<file path="src/rtl/qpsam_pkg.sv">
// Shared types, widths and width helpers for the pose to affine matrix pipeline.
// Used by the rotation front end, the top level and the port checker.
`default_nettype none

package qpsam_pkg;

    localparam int QUAT_W = 14;
    localparam int WORD_W = 32;

    // Slots of the rotation matrix, column-major as the results are listed
    localparam int R00 = 0;
    localparam int R01 = 1;
    localparam int R02 = 2;
    localparam int R10 = 3;
    localparam int R11 = 4;
    localparam int R12 = 5;
    localparam int R20 = 6;
    localparam int R21 = 7;
    localparam int R22 = 8;
    localparam int ROT_N = 9;

    // Width of a doubled component product after the fractional shift
    function automatic int dp_width(input int frac);
        return 2 * QUAT_W - (frac - 1);
    endfunction

    // Width of a rotation entry: room for one, two doubled terms and sign
    function automatic int rot_width(input int frac);
        int base;
        base = (dp_width(frac) > frac + 2) ? dp_width(frac) : frac + 2;
        return base + 2;
    endfunction

    // Stage advance strobes for the rotation front end
    typedef struct packed {
        logic s1;
        logic s2;
    } qpsam_adv_t;

endpackage

`default_nettype wire

</file>
<file path="src/rtl/qpsam_rotate.sv">
// Rotation front end: doubled quaternion products (stage 1) and the 3x3
// rotation entries (stage 2). Depends on qpsam_pkg.
`default_nettype none

module qpsam_rotate #(
    parameter int FRAC_BITS = 12
) (
    input  wire                                   clk,
    input  wire qpsam_pkg::qpsam_adv_t            adv,
    input  wire signed [qpsam_pkg::QUAT_W-1:0]    quat_w,
    input  wire signed [qpsam_pkg::QUAT_W-1:0]    quat_x,
    input  wire signed [qpsam_pkg::QUAT_W-1:0]    quat_y,
    input  wire signed [qpsam_pkg::QUAT_W-1:0]    quat_z,
    output logic signed [qpsam_pkg::rot_width(FRAC_BITS)-1:0] rot [qpsam_pkg::ROT_N]
);
    import qpsam_pkg::*;

    localparam int DP_W   = dp_width(FRAC_BITS);
    localparam int ROT_W  = rot_width(FRAC_BITS);
    localparam int PROD_W = 2 * QUAT_W;
    localparam logic signed [ROT_W-1:0] ONE_FX = ROT_W'(1) << FRAC_BITS;

    logic signed [DP_W-1:0] wx_reg, wy_reg, wz_reg, xx_reg, xy_reg;
    logic signed [DP_W-1:0] xz_reg, yy_reg, yz_reg, zz_reg;
    logic signed [DP_W-1:0] wx_next, wy_next, wz_next, xx_next, xy_next;
    logic signed [DP_W-1:0] xz_next, yy_next, yz_next, zz_next;

    logic signed [ROT_W-1:0] wx_e, wy_e, wz_e, xx_e, xy_e, xz_e, yy_e, yz_e, zz_e;
    logic signed [ROT_W-1:0] rot_reg  [ROT_N];
    logic signed [ROT_W-1:0] rot_next [ROT_N];

    function automatic logic signed [DP_W-1:0] dbl_mul(
        input logic signed [QUAT_W-1:0] a,
        input logic signed [QUAT_W-1:0] b
    );
        logic signed [PROD_W-1:0] p;
        logic signed [PROD_W-1:0] s;
        p = PROD_W'(a) * PROD_W'(b);
        s = p >>> (FRAC_BITS - 1);
        return s[DP_W-1:0];
    endfunction

    always_comb
    begin
        wx_next = dbl_mul(quat_w, quat_x);
        wy_next = dbl_mul(quat_w, quat_y);
        wz_next = dbl_mul(quat_w, quat_z);
        xx_next = dbl_mul(quat_x, quat_x);
        xy_next = dbl_mul(quat_x, quat_y);
        xz_next = dbl_mul(quat_x, quat_z);
        yy_next = dbl_mul(quat_y, quat_y);
        yz_next = dbl_mul(quat_y, quat_z);
        zz_next = dbl_mul(quat_z, quat_z);
    end

    always_ff @(posedge clk)
    begin
        if (adv.s1)
        begin
            wx_reg <= wx_next;
            wy_reg <= wy_next;
            wz_reg <= wz_next;
            xx_reg <= xx_next;
            xy_reg <= xy_next;
            xz_reg <= xz_next;
            yy_reg <= yy_next;
            yz_reg <= yz_next;
            zz_reg <= zz_next;
        end
    end

    // sign-extend the products to entry width before combining
    always_comb
    begin
        wx_e = ROT_W'(wx_reg);
        wy_e = ROT_W'(wy_reg);
        wz_e = ROT_W'(wz_reg);
        xx_e = ROT_W'(xx_reg);
        xy_e = ROT_W'(xy_reg);
        xz_e = ROT_W'(xz_reg);
        yy_e = ROT_W'(yy_reg);
        yz_e = ROT_W'(yz_reg);
        zz_e = ROT_W'(zz_reg);
        rot_next[R00] = ONE_FX - yy_e - zz_e;
        rot_next[R01] = xy_e + wz_e;
        rot_next[R02] = xz_e - wy_e;
        rot_next[R10] = xy_e - wz_e;
        rot_next[R11] = ONE_FX - xx_e - zz_e;
        rot_next[R12] = yz_e + wx_e;
        rot_next[R20] = xz_e + wy_e;
        rot_next[R21] = yz_e - wx_e;
        rot_next[R22] = ONE_FX - xx_e - yy_e;
    end

    always_ff @(posedge clk)
    begin
        if (adv.s2)
        begin
            rot_reg <= rot_next;
        end
    end

    assign rot = rot_reg;

endmodule

`default_nettype wire

</file>
<file path="config.mk">
export PLATFORM = sky130hd
export DESIGN_NAME = qpsam_rotate
export DESIGN_NICKNAME = d
export VERILOG_FILES = /design/src/rtl/qpsam_pkg.sv /design/src/rtl/qpsam_rotate.sv
export SDC_FILE = /design/constraint.sdc
export NUM_CORES = 2
export LEC_CHECK = 0
export BUFFER_PORTS_ARGS = -buffer_cell sky130_fd_sc_hd__buf_2
export CAP_MARGIN = 20
export CORE_ASPECT_RATIO = 0.5
export CORE_MARGIN = 8
export CORE_UTILIZATION = 50
export CTS_BUF_LIST = sky130_fd_sc_hd__clkbuf_4 sky130_fd_sc_hd__clkbuf_8
export CTS_CLUSTER_DIAMETER = 60
export DETAILED_ROUTE_END_ITERATION = 10
export PLACE_DENSITY = 0.68
export SETUP_SLACK_MARGIN = 0.02
export SLEW_MARGIN = 20
export SYNTH_ARGS = -nofsm -noshare
export SYNTH_HDL_FRONTEND = slang
export SYNTH_SLANG_ARGS = --single-unit
</file>
<file path="constraint.sdc">
create_clock -name clk -period 20.9 [get_ports clk]
set_input_delay 1.045 -clock clk [delete_from_list [all_inputs] [get_ports clk]]
set_output_delay 1.045 -clock clk [all_outputs]
set_load 0.03 [all_outputs]
</file>
==> metrics <==
post-CTS setup buffers=0; starting density of the core=50.1%; Die Y=297 µm; fillcell total=14200; DIE AREA=171000 µm²; Storage cell area=9460 µm²; Final Wtd Congestion=0.879; Slew @ Worst Pin=1130 ps; port bufs=229; CTS Hold Bufs=0; 1st-iter DRT viols=3901; setup TNS=0 ps; f_max=0.128 GHz; Placement Rows=103; Die W=578 µm; # resized after CTS=0; skew final=28.2 ps; DR vias/cell=5.20; core area=157000 µm²; Clk Latency, worst-skew pair=720 ps; Seq/Total Area, Yosys=12.0%; Post-Syn Instances=8150; setup slack, reg-to-reg=17080 ps; final setup violating endpoints=0; RR Endpoint=rot[91]; multi-input logic area=60100 µm²; CP endpoint kind=flop; hold endpoint=rot[114]; first-pass GRT wire length=318000 µm; initial antenna violation count=23; outcome=finished clean; Num Clock Sinks=315; largest net degree at the start of global routing=67; Syn. warnings=0; wire per inst=19.1 µm; Top Ports=230; CP Data Required Time=21350 ps; share of the synthesized area in the top cell type=43.0%; Max-slew headroom=24.3%; Synth Register Bits=315; Final Hold Viols=0; Syn Nets=10700; total grt overflow=0; RSZ-0062 raised after global routing=no; Post-synth ARST share=0%; Yosys cell types=80; largest cells by area after synthesis=fa_1 43%, edfxtp_1 12%, ha_1 12%; Worst Hold Class=reg -> reg; final WL=198000 µm; WS Path Type=in -> reg; Worst setup startpoint=quat_x[5]; Max Slew Vio Count=0; worst hold path cell count=2; worst path arrival time=8240 ps; Tmin final=7790 ps; CTS max path bufs=3; Max Cap Viol=0; period utilisation layout=37.3%; DP HPWL=158000 µm; Layout area overhead=5.49%; CTS clk-pin slew, worst paths=70 ps; DRC Markers=0; Most used DFF post-synth=edfxtp_1; Mapped Area=78800 µm²; Synth Area per Inst=9.67 µm²; Pre-antenna DRT Iters=5; Nets=10700; crit path max fanout=46; htree depth=2; vias in the first global route=57100; layout cells sized above 1=5.25%; Hold Startpoint=wy_reg[0]; largest area contributor in the netlist=fa_1; DRT antenna net count=0; Post-synth EDFFs=315; FF-to-FF path depth=12; RR Startpoint=xx_reg[3]; CTS Buf Count=56; Root Driver=clkbuf_8; type of origin of the critical path=input pin; routed vias=53800; TritonCTS clock tree=built; max reg flops=162; Global Route Usage Sum=23.5%
-- cell type report --
class	count	share of cell area, %
diodes	9	0.0271
clock buffers	71	1.06
clock inverters	30	0.397
inverters	2145	9.68
multi-input cells	5370	72.2
flip-flops and latches	315	11.4
well taps	2100	3.16
repair buffers	303	2.06
-- synthesized netlist by cell type (58+ instances only) --
| master | instances |
|---|---|
| nor2b_1 | 59 |
| o21ai_0 | 106 |
| clkbuf_1 | 296 |
| and2_1 | 640 |
| edfxtp_1 | 315 |
| xnor2_1 | 283 |
| nand2b_1 | 58 |
| ha_1 | 755 |
| fa_1 | 1692 |
| nor3_1 | 63 |
| nor2_1 | 379 |
| xor2_1 | 82 |
| a21oi_1 | 143 |
| nand2_1 | 678 |
| inv_1 | 2137 |
-- kinds of logic (layout without fill, tap and decap cells) --
logic type                 count (synthesis)  after routing  share of synthesized area (%)
buffers and inverters                   2465           2549                           11.8
adders and majority gates               2447           2447                           55.0
and+or+nand+nor                         2007           2007                           12.5
AOI/OAI and AO/OA                        543            543                           4.60
xor gates and xnor gates                 365            365                           4.06
DFF                                      315            315                           12.0
muxes                                      7              7                         0.0937
other                                      1             10                        0.00476
-- routing by layer --
metal | part of all wire (%) | vias up | GRT usage, %
li1 | - | 24200 | -
met1 | 43 | 27500 | 33.0
met2 | 45 | 1804 | 37.4
met3 | 9.1 | 281 | 5.05
met4 | 2.3 | 10 | 5.21
met5 | 0.031 | - | 0
-- through the flow --
step,utilization [%],std cells,area (µm²),setup WS (ps),hold WS [ps]
floorplan,-,8150,78800,13450,631
global placement,52.1,10200,81900,12530,680
detailed placement,52.1,10200,81900,12480,695
CTS,52.9,10300,83100,13220,667
global route,52.9,10300,83100,12610,687
finish,52.9,10300,83200,13110,705
-- how the worst max path moves through the flow --
stage	slack [ps]	endpoint	cells after the start
after global placement	12530	xy_reg[16]	22
after global routing	12610	xx_reg[16]	26
after CTS	13220	xx_reg[16]	26
final	13110	xy_reg[16]	25
after detailed placement	12480	xx_reg[16]	26
after floorplan	13450	xx_reg[16]	24
-- placed cells by master (no fill, tap or decap), drive strengths merged, types with 8 or more instances in the layout --
cell type  count
nor2b         59
clkinv        25
o21a          38
xnor2        283
o31ai         10
edfxtp       315
o21ai        106
a21o          52
or3           26
nand3         30
nor3          63
a21oi        145
and2         641
o211ai         9
a31oi         12
o311ai         8
nand2b        58
a21boi        13
or2            9
xor2          82
fa          1692
and3          30
buf          303
ha           755
inv         2142
o21bai        38
nand2        678
nand4         11
o2111ai        8
nor2         379
a31o           8
clkbuf        71
diode          9
a211oi        22
-- critical path, cell delays in order --
cell,delay (ps)
buf_2,90
buf_4,290
inv_1,690
nor2_1,140
fa_1,560
inv_1,50
fa_1,520
inv_1,50
fa_1,520
fa_1,460
fa_1,500
inv_1,50
fa_1,480
inv_1,50
ha_1,180
nor3_1,240
nor3b_1,310
nor2_1,80
o21ai_0,80
o311a_1,220
a21oi_1,140
a211o_1,360
a2111oi_0,690
o31ai_1,170
xnor2_1,160
Power is left out: the tool's default activity adds up to more than one toggle a clock period on the data nets, which glitch-free logic cannot reach.
